==> src/hdl/msr_pkg.sv <==
// Shared types and constants for the MPEG video stuffing remover.
// No dependencies; used by every module in the hdl folder.
`default_nettype none
package msr_pkg;

    localparam logic [31:0] SC_MASK    = 32'hffff_ff00;
    localparam logic [31:0] SC_PREFIX  = 32'h0000_0100;
    localparam logic [31:0] ZERO_RUN   = 32'h0000_0000;

    localparam logic [7:0]  CODE_SEQ_HDR  = 8'hB3;
    localparam logic [7:0]  CODE_SEQ_EXT  = 8'hB5;
    localparam logic [7:0]  CODE_SLICE_LO = 8'h01;
    localparam logic [7:0]  CODE_SLICE_HI = 8'hAF;

    localparam int QDEPTH = 4;
    localparam int QPTR_W = $clog2(QDEPTH);
    localparam int QCNT_W = $clog2(QDEPTH + 1);

    // One accepted byte that causes results: the window and how to walk it.
    typedef struct packed {
        logic [31:0] win;         // window after the new byte went in
        logic [1:0]  start;       // byte position of the first result
        logic [1:0]  cnt_m1;      // number of results minus one
        logic        first;       // first result is the byte pushed out of a full window
        logic        keep_first;
        logic        keep_rest;
        logic        copy;
        logic        last;        // entry closes the frame
        logic        hdr_found;
    } msr_entry_t;

    typedef struct packed {
        logic empty;
        logic full;
    } msr_qstat_t;

endpackage
`default_nettype wire

==> src/hdl/mpeg_video_stuffing_remover.sv <==
// Top level of the MPEG video stuffing remover: front end, queue, back end.
// Depends on msr_pkg, msr_front, msr_queue and msr_back.
//
//  channel  | direction | handshake            | payload
//  ---------+-----------+----------------------+------------------------------------------
//  in       | in        | in_valid / in_ready   | data_byte, frame_last
//  out      | out       | out_valid / out_ready | out_byte, keep_in_frame, header_copy,
//           |           |                      | frame_end, header_found, run_last
//  cfg      | in        | cfg_valid / cfg_ready | cfg_data (header_out_of_frame)
//
// One byte accepted per cycle while the queue is not full. Once a frame's window holds four
// bytes, each accepted byte pushes out its oldest byte, which reaches the output through the
// queue and the output register. A frame's last byte gives up to four results, one per cycle
// from the output sequencer while out_ready is high; the four-entry queue absorbs them.
// in_ready drops only when the queue is full. cfg_ready is always high.
// Reset is asynchronous, active low, and clears all frame state and the queue.
`default_nettype none
module mpeg_video_stuffing_remover
    import msr_pkg::*;
(
    input  wire logic       clk,
    input  wire logic       rst_n,
    input  wire logic       in_valid,
    output logic            in_ready,
    input  wire logic [7:0] data_byte,
    input  wire logic       frame_last,
    output logic            out_valid,
    input  wire logic       out_ready,
    output logic [7:0]      out_byte,
    output logic            keep_in_frame,
    output logic            header_copy,
    output logic            frame_end,
    output logic            header_found,
    output logic            run_last,
    input  wire logic       cfg_valid,
    output logic            cfg_ready,
    input  wire logic       cfg_data
);

    logic       hdr_out_reg;
    logic       q_push, q_pop;
    msr_entry_t q_entry, q_head;
    msr_qstat_t q_stat;

    assign cfg_ready = 1'b1;

    always_ff @(posedge clk or negedge rst_n)
    begin
        if (!rst_n)
            hdr_out_reg <= 1'b0;
        else if (cfg_valid && cfg_ready)
            hdr_out_reg <= cfg_data;
    end

    msr_front u_front (
        .clk        (clk),
        .rst_n      (rst_n),
        .in_valid   (in_valid),
        .in_ready   (in_ready),
        .data_byte  (data_byte),
        .frame_last (frame_last),
        .hdr_out    (hdr_out_reg),
        .q_stat     (q_stat),
        .q_push     (q_push),
        .q_entry    (q_entry)
    );

    msr_queue u_queue (
        .clk        (clk),
        .rst_n      (rst_n),
        .push       (q_push),
        .push_entry (q_entry),
        .pop        (q_pop),
        .head       (q_head),
        .stat       (q_stat)
    );

    msr_back u_back (
        .clk           (clk),
        .rst_n         (rst_n),
        .head          (q_head),
        .q_stat        (q_stat),
        .pop           (q_pop),
        .out_valid     (out_valid),
        .out_ready     (out_ready),
        .out_byte      (out_byte),
        .keep_in_frame (keep_in_frame),
        .header_copy   (header_copy),
        .frame_end     (frame_end),
        .header_found  (header_found),
        .run_last      (run_last)
    );

    // the frame end is always the final result of its transaction
    a_end_is_run_last: assert property (@(posedge clk) disable iff (!rst_n)
        out_valid && frame_end |-> run_last)
        else $error("frame_end without run_last");

    a_found_only_at_end: assert property (@(posedge clk) disable iff (!rst_n)
        out_valid && header_found |-> frame_end)
        else $error("header_found away from frame end");

    a_no_overflow: assert property (@(posedge clk) disable iff (!rst_n)
        !(q_push && q_stat.full))
        else $error("queue push while full");

    a_pop_not_empty: assert property (@(posedge clk) disable iff (!rst_n)
        q_pop |-> !q_stat.empty)
        else $error("queue pop while empty");

endmodule
`default_nettype wire

==> src/hdl/msr_front.sv <==
// Front end: byte window, start code classification and frame state.
// Depends on msr_pkg; feeds msr_queue with one entry per byte that causes results.
`default_nettype none
module msr_front
    import msr_pkg::*;
(
    input  wire logic       clk,
    input  wire logic       rst_n,
    input  wire logic       in_valid,
    output logic            in_ready,
    input  wire logic [7:0] data_byte,
    input  wire logic       frame_last,
    input  wire logic       hdr_out,
    input  msr_qstat_t      q_stat,
    output logic            q_push,
    output msr_entry_t      q_entry
);

    logic [31:0] win_reg, win_next;
    logic [1:0]  fill_reg, fill_next;
    logic [7:0]  code_reg, code_next;
    logic        chunk_valid_reg, chunk_valid_next;
    logic        stuff_reg, stuff_next;
    logic        hdr_seen_reg, hdr_seen_next;
    logic        copy_reg, copy_next;

    logic [31:0] win_shift;
    logic        accept, full4, is_sc, in_slice, open_stuff;
    logic        stuff_mid, hdr_seen_mid, copy_mid, drop_hdr;
    logic [7:0]  new_code;

    assign in_ready = !q_stat.full;
    assign accept   = in_valid && in_ready;

    always_comb
    begin
        win_shift    = {win_reg[23:0], data_byte};
        new_code     = win_shift[7:0];
        full4        = (fill_reg == 2'd3);
        is_sc        = full4 && ((win_shift & SC_MASK) == SC_PREFIX);
        in_slice     = chunk_valid_reg && (code_reg >= CODE_SLICE_LO)
                       && (code_reg <= CODE_SLICE_HI);
        open_stuff   = full4 && !is_sc && in_slice && !stuff_reg && (win_shift == ZERO_RUN);
        stuff_mid    = is_sc ? 1'b0 : stuff_reg;
        hdr_seen_mid = hdr_seen_reg || (is_sc && (new_code == CODE_SEQ_HDR));
        copy_mid     = is_sc ? ((new_code == CODE_SEQ_HDR)
                                || ((new_code == CODE_SEQ_EXT) && hdr_seen_mid))
                             : copy_reg;
        drop_hdr     = copy_mid && hdr_out;

        q_entry.win        = win_shift;
        q_entry.start      = full4 ? 2'd3 : fill_reg;
        q_entry.cnt_m1     = full4 ? (frame_last ? 2'd3 : 2'd0) : fill_reg;
        q_entry.first      = full4;
        q_entry.keep_first = !stuff_mid && !drop_hdr;
        q_entry.keep_rest  = !(stuff_mid || open_stuff) && !drop_hdr;
        q_entry.copy       = copy_mid;
        q_entry.last       = frame_last;
        q_entry.hdr_found  = hdr_seen_mid;

        q_push = accept && (full4 || frame_last);

        win_next         = win_reg;
        fill_next        = fill_reg;
        code_next        = code_reg;
        chunk_valid_next = chunk_valid_reg;
        stuff_next       = stuff_reg;
        hdr_seen_next    = hdr_seen_reg;
        copy_next        = copy_reg;
        if (accept)
        begin
            if (frame_last)
            begin
                // flush: clear all frame state
                win_next         = '0;
                fill_next        = '0;
                code_next        = '0;
                chunk_valid_next = 1'b0;
                stuff_next       = 1'b0;
                hdr_seen_next    = 1'b0;
                copy_next        = 1'b0;
            end
            else
            begin
                win_next      = win_shift;
                fill_next     = full4 ? 2'd3 : fill_reg + 2'd1;
                stuff_next    = stuff_mid || open_stuff;
                hdr_seen_next = hdr_seen_mid;
                copy_next     = copy_mid;
                if (is_sc)
                begin
                    code_next        = new_code;
                    chunk_valid_next = 1'b1;
                end
            end
        end
    end

    always_ff @(posedge clk or negedge rst_n)
    begin
        if (!rst_n)
        begin
            win_reg         <= '0;
            fill_reg        <= '0;
            code_reg        <= '0;
            chunk_valid_reg <= 1'b0;
            stuff_reg       <= 1'b0;
            hdr_seen_reg    <= 1'b0;
            copy_reg        <= 1'b0;
        end
        else
        begin
            win_reg         <= win_next;
            fill_reg        <= fill_next;
            code_reg        <= code_next;
            chunk_valid_reg <= chunk_valid_next;
            stuff_reg       <= stuff_next;
            hdr_seen_reg    <= hdr_seen_next;
            copy_reg        <= copy_next;
        end
    end

endmodule
`default_nettype wire

==> src/hdl/msr_queue.sv <==
// Short entry queue between the front end and the output sequencer.
// Depends on msr_pkg for the entry type and depth.
`default_nettype none
module msr_queue
    import msr_pkg::*;
(
    input  wire logic clk,
    input  wire logic rst_n,
    input  wire logic push,
    input  msr_entry_t push_entry,
    input  wire logic pop,
    output msr_entry_t head,
    output msr_qstat_t stat
);

    msr_entry_t mem [QDEPTH];

    logic [QPTR_W-1:0] wr_ptr_reg, wr_ptr_next;
    logic [QPTR_W-1:0] rd_ptr_reg, rd_ptr_next;
    logic [QCNT_W-1:0] count_reg, count_next;
    logic              do_push, do_pop;

    assign stat.empty = (count_reg == '0);
    assign stat.full  = (count_reg == QCNT_W'(QDEPTH));
    assign head       = mem[rd_ptr_reg];

    always_comb
    begin
        do_push     = push && !stat.full;
        do_pop      = pop && !stat.empty;
        wr_ptr_next = do_push ? wr_ptr_reg + QPTR_W'(1) : wr_ptr_reg;
        rd_ptr_next = do_pop ? rd_ptr_reg + QPTR_W'(1) : rd_ptr_reg;
        count_next  = count_reg;
        if (do_push && !do_pop)
            count_next = count_reg + QCNT_W'(1);
        else if (do_pop && !do_push)
            count_next = count_reg - QCNT_W'(1);
    end

    always_ff @(posedge clk)
    begin
        if (do_push)
            mem[wr_ptr_reg] <= push_entry;
    end

    always_ff @(posedge clk or negedge rst_n)
    begin
        if (!rst_n)
        begin
            wr_ptr_reg <= '0;
            rd_ptr_reg <= '0;
            count_reg  <= '0;
        end
        else
        begin
            wr_ptr_reg <= wr_ptr_next;
            rd_ptr_reg <= rd_ptr_next;
            count_reg  <= count_next;
        end
    end

endmodule
`default_nettype wire

==> src/hdl/msr_back.sv <==
// Back end: walks each queued entry into the output register, one byte per cycle unless out_ready stalls it.
// Depends on msr_pkg; pops msr_queue after the entry's last byte.
`default_nettype none
module msr_back
    import msr_pkg::*;
(
    input  wire logic       clk,
    input  wire logic       rst_n,
    input  msr_entry_t      head,
    input  msr_qstat_t      q_stat,
    output logic            pop,
    output logic            out_valid,
    input  wire logic       out_ready,
    output logic [7:0]      out_byte,
    output logic            keep_in_frame,
    output logic            header_copy,
    output logic            frame_end,
    output logic            header_found,
    output logic            run_last
);

    logic [1:0] k_reg, k_next;
    logic       out_valid_reg, out_valid_next;
    logic [7:0] byte_reg;
    logic       keep_reg, copy_reg, end_reg, found_reg, run_last_reg;

    logic       advance, at_last;
    logic [1:0] pos;
    logic [7:0] sel_byte;

    always_comb
    begin
        advance  = !q_stat.empty && (!out_valid_reg || out_ready);
        at_last  = (k_reg == head.cnt_m1);
        pos      = head.start - k_reg;
        sel_byte = head.win[{pos, 3'b000} +: 8];
        pop      = advance && at_last;

        k_next = k_reg;
        if (advance)
            k_next = at_last ? 2'd0 : k_reg + 2'd1;

        out_valid_next = out_valid_reg;
        if (advance)
            out_valid_next = 1'b1;
        else if (out_ready)
            out_valid_next = 1'b0;
    end

    always_ff @(posedge clk or negedge rst_n)
    begin
        if (!rst_n)
        begin
            k_reg         <= '0;
            out_valid_reg <= 1'b0;
        end
        else
        begin
            k_reg         <= k_next;
            out_valid_reg <= out_valid_next;
        end
    end

    always_ff @(posedge clk)
    begin
        if (advance)
        begin
            byte_reg     <= sel_byte;
            keep_reg     <= (head.first && (k_reg == 2'd0)) ? head.keep_first : head.keep_rest;
            copy_reg     <= head.copy;
            end_reg      <= head.last && at_last;
            found_reg    <= head.last && at_last && head.hdr_found;
            run_last_reg <= at_last;
        end
    end

    assign out_valid     = out_valid_reg;
    assign out_byte      = byte_reg;
    assign keep_in_frame = keep_reg;
    assign header_copy   = copy_reg;
    assign frame_end     = end_reg;
    assign header_found  = found_reg;
    assign run_last      = run_last_reg;

endmodule
`default_nettype wire
==> config.mk <==
export PLATFORM = sky130hd
export DESIGN_NAME = mpeg_video_stuffing_remover
export DESIGN_NICKNAME = d
export VERILOG_FILES = /design/src/hdl/msr_pkg.sv /design/src/hdl/mpeg_video_stuffing_remover.sv /design/src/hdl/msr_front.sv /design/src/hdl/msr_queue.sv /design/src/hdl/msr_back.sv
export SDC_FILE = /design/constraint.sdc
export NUM_CORES = 1
export LEC_CHECK = 0
export BUFFER_PORTS_ARGS = -buffer_cell sky130_fd_sc_hd__buf_4
export CORE_MARGIN = 2
export CORE_UTILIZATION = 47
export CTS_CLUSTER_DIAMETER = 100
export DETAILED_ROUTE_END_ITERATION = 12
export PLACE_DENSITY = 0.66
export SLEW_MARGIN = 15
export SYNTH_ARGS = -nofsm -noshare
export SYNTH_HDL_FRONTEND = slang
export SYNTH_SLANG_ARGS = --single-unit
==> constraint.sdc <==
create_clock -name clk -period 2.9 [get_ports clk]
set_clock_uncertainty 0.05 [all_clocks]
set_input_delay 0.87 -clock clk [delete_from_list [all_inputs] [get_ports clk]]
set_output_delay 0.87 -clock clk [all_outputs]
set_load 0.05 [all_outputs]
==> results.json <==
{
  "syn_avg_cell_area_um2": 16.8,
  "crit_chain": "buf_4 -> mux4_2 -> xnor2_1 -> and2_2 -> nand2_1 -> ha_2 -> inv_1 -> fa_1 -> xor2_1 -> nor2_1 -> xor2_1",
  "drive_gt1_frac": 0.241,
  "drt_pass1_iterations": 5,
  "place.port_buffers": 29,
  "leakage_uw": 0.00383,
  "yosysTopAreaCellShare": 0.584,
  "ys_top_cells_by_area": "edfxtp_1 58%, dfrtp_1 13%, mux4_2 9.4%",
  "synth_edf_count": 181,
  "finalWorstSetupSlack_ps": 208,
  "dp_hpwl_um": 11500,
  "overflow": 0,
  "crit_family": "adder cells",
  "largest_reg_flops": 168,
  "io_pins": 31,
  "ys_async_sr_fraction": 0.213,
  "synth_flop_cell": "edfxtp_1",
  "synth-adder-area-share": 0.0116,
  "yosys-mux-area-fraction": 0.109,
  "vias_per_cell": 5.58,
  "final_nets": 621,
  "slew_viol_final": 0,
  "cp_max_fo": 5,
  "start_util": 0.478,
  "num_vias": 4911,
  "synth_simple_gate_area_frac": 0.0637,
  "synthCells": 554,
  "synth-xor-area-share": 0.0102,
  "htree_levels": 1,
  "synth_common_cells": "181 x edfxtp_1, 60 x nand2_1, 49 x dfrtp_1",
  "clkTransAtPathRegs_ps": 60,
  "grt_first_pass_wirelength_um": 29100,
  "slowest_stage": "mux4_2",
  "synth_top_area_cell": "edfxtp_1",
  "drc": 0,
  "ys_seq_area_frac": 0.716,
  "worst_setup_path_start_kind": "flip-flop",
  "ir_worst_vdd_v": 0.000527,
  "grt_max_degree": 59,
  "rsz0062_at_grt": "false",
  "ys_types": 48,
  "synth-compound-area-share": 0.0606,
  "syn-cell-area_um2": 9310,
  "slowest_delay_ps": 510,
  "p_per_area_nw_per_um2": 1080,
  "synth_top_family_by_area": "multiplexers",
  "root_buffer": "clkbuf_16",
  "pre_cts_ws_ps": -117,
  "yosysWarnings": 0,
  "worstPathRequired_ps": 3280,
  "worst_path_most_repeated_cell": "xor2_1",
  "die_x_um": 145,
  "cts_tree": "done",
  "routed_wirelength_um": 18300,
  "synth_nets": 577,
  "wire_per_inst_um": 20.8,
  "fp-row-count": 51,
  "place_congestion": 0.811,
  "grt_antenna_before_repair": 0,
  "final_hold_viol_count": 0,
  "crit_type": "reg2reg",
  "synth_most_common_cell": "edfxtp_1",
  "status": "complete, no violations",
  "clock_latency_ps": 510,
  "cp-end-kind": "flip-flop",
  "max_slew.worst_pin.slew_ps": 730,
  "hp-class": "in2async",
  "area_delta_synth_final_pct": 15.1,
  "cts.sinks": 230,
  "hold_buffers": 0,
  "numCtsBuffers": 23,
  "fin_setup_tns_ps": 0,
  "path_buf_inv": 2,
  "grt_pass1_vias": 5121,
  "nFillCells": 1481,
  "ys_ff_latch": 230,
  "period_needed_ps": 2690,
  "grt_usage": 0.187,
  "core_area_um2": 19500,
  "antennaDiodeCount": 0,
  "die-area_um2": 20900,
  "drt-initial-drc-count": 411,
  "fin_crit_sh": 0.928,
  "clockBufferDepth": 3,
  "postRouteAntennaNets": 0,
  "setup_violations": 0,
  "cp.arrival_ps": 3070,
  "cap_viol_max_count": 0,
  "max_freq_ghz": 0.371,
  "fp.dieH_um": 145,
  "relSlewSlack": 0.513
}
==> power breakdown <==
| part | internal (µW) | switching (µW) | total [µW] |
|---|---|---|---|
| Sequential | 4390 | 370 | 4760 |
| Combinational | 1560 | 2130 | 3690 |
| Clock | 1910 | 1180 | 3090 |
| Total | 7850 | 3680 | 11500 |
==> metal layers <==
layer,vias up,track usage,part of all wire
met3,28,0.0316,0.048
met2,118,0.300,0.49
li1,2230,-,-
met5,-,0,0
met4,0,0.0516,0.018
met1,2535,0.270,0.45
==> per-stage QoR <==
stage | util | total power, µW | hold WS (ps) | std cells | area (µm²)
floorplan | - | 7570 | 414 | 554 | 9330
detailed placement | 0.509 | 8510 | 443 | 838 | 9900
global placement | 0.509 | 8360 | 430 | 838 | 9900
CTS | 0.550 | 11600 | 368 | 880 | 10700
global route | 0.550 | 12100 | 376 | 880 | 10700
finish | 0.550 | 11500 | 332 | 880 | 10700
==> layout make-up <==
class                      instances  area [µm²]  share of cell area
clock inverter                    14         200              0.0187
sequential                       230        6660               0.622
inverter                          23        86.3             0.00806
multi-input combinational        269        2410               0.225
tap                              265         332              0.0310
clock buffer                      28         594              0.0555
timing repair buffer              51         420              0.0393
==> worst register-to-register path: cells and delay by family, from the launching register on <==
| family | cells | cell delay [ps] |
|---|---|---|
| flops | 1 | 370 |
| fa+ha+maj | 2 | 580 |
| buf+inv | 2 | 200 |
| mux | 1 | 510 |
| simple gates | 3 | 450 |
| xor+xnor | 3 | 450 |
==> what timing repair did <==
item	4_1_cts	5_1_grt
endpoints found under the setup margin	7	2
gates resized for setup	1	2
buffers inserted	0	0
==> placed cells by master, fill, tap and decap left out, drive strengths merged, types with 2 or more instances in the layout <==
master,Yosys,routed
nor2b,4,4
nand3,13,13
dfrtp,49,49
buf,13,51
nor2,2,2
or2,2,2
nand2,60,60
o32ai,2,2
ha,7,7
nand4,4,4
inv,22,23
bufinv,0,5
a221o,2,2
o31ai,10,10
clkbuf,19,28
a21oi,17,17
xor2,3,3
xnor2,7,7
a22oi,3,3
or3,2,2
o21ai,19,19
or4,2,2
mux2,4,4
clkinv,1,8
mux2i,9,9
a211oi,10,10
and2,9,9
o311ai,8,8
mux4,39,39
nor4,12,12
nor3,3,3
edfxtp,181,181
o22ai,2,2
and2b,5,5
==> worst paths after layout <==
kind	from	end	slack (ps)	cells after the start
max	u_queue.rd_ptr_reg[0]	u_queue.count_reg[2]	210	11
min	rst_n	u_back.k_reg[1]	330	1
max reg2reg	u_queue.rd_ptr_reg[0]	u_queue.count_reg[2]	210	11
min reg2reg	u_queue.count_reg[2]	u_queue.count_reg[2]	460	1
max in group asynchronous	rst_n	u_front.win_reg[22]	1990	1
min in group clk	u_queue.count_reg[2]	u_queue.count_reg[2]	460	1
==> logic make-up after synthesis <==
| logic type | Yosys count |
|---|---|
| AOI/OAI and AO/OA | 77 |
| xor gates and xnor gates | 10 |
| adders and majority gates | 8 |
| buffers and inverters | 55 |
| DFF | 230 |
| muxes | 52 |
| other | 1 |
| and+or+nand+nor | 121 |
No activity file was read; power rests on OpenSTA's default activity.
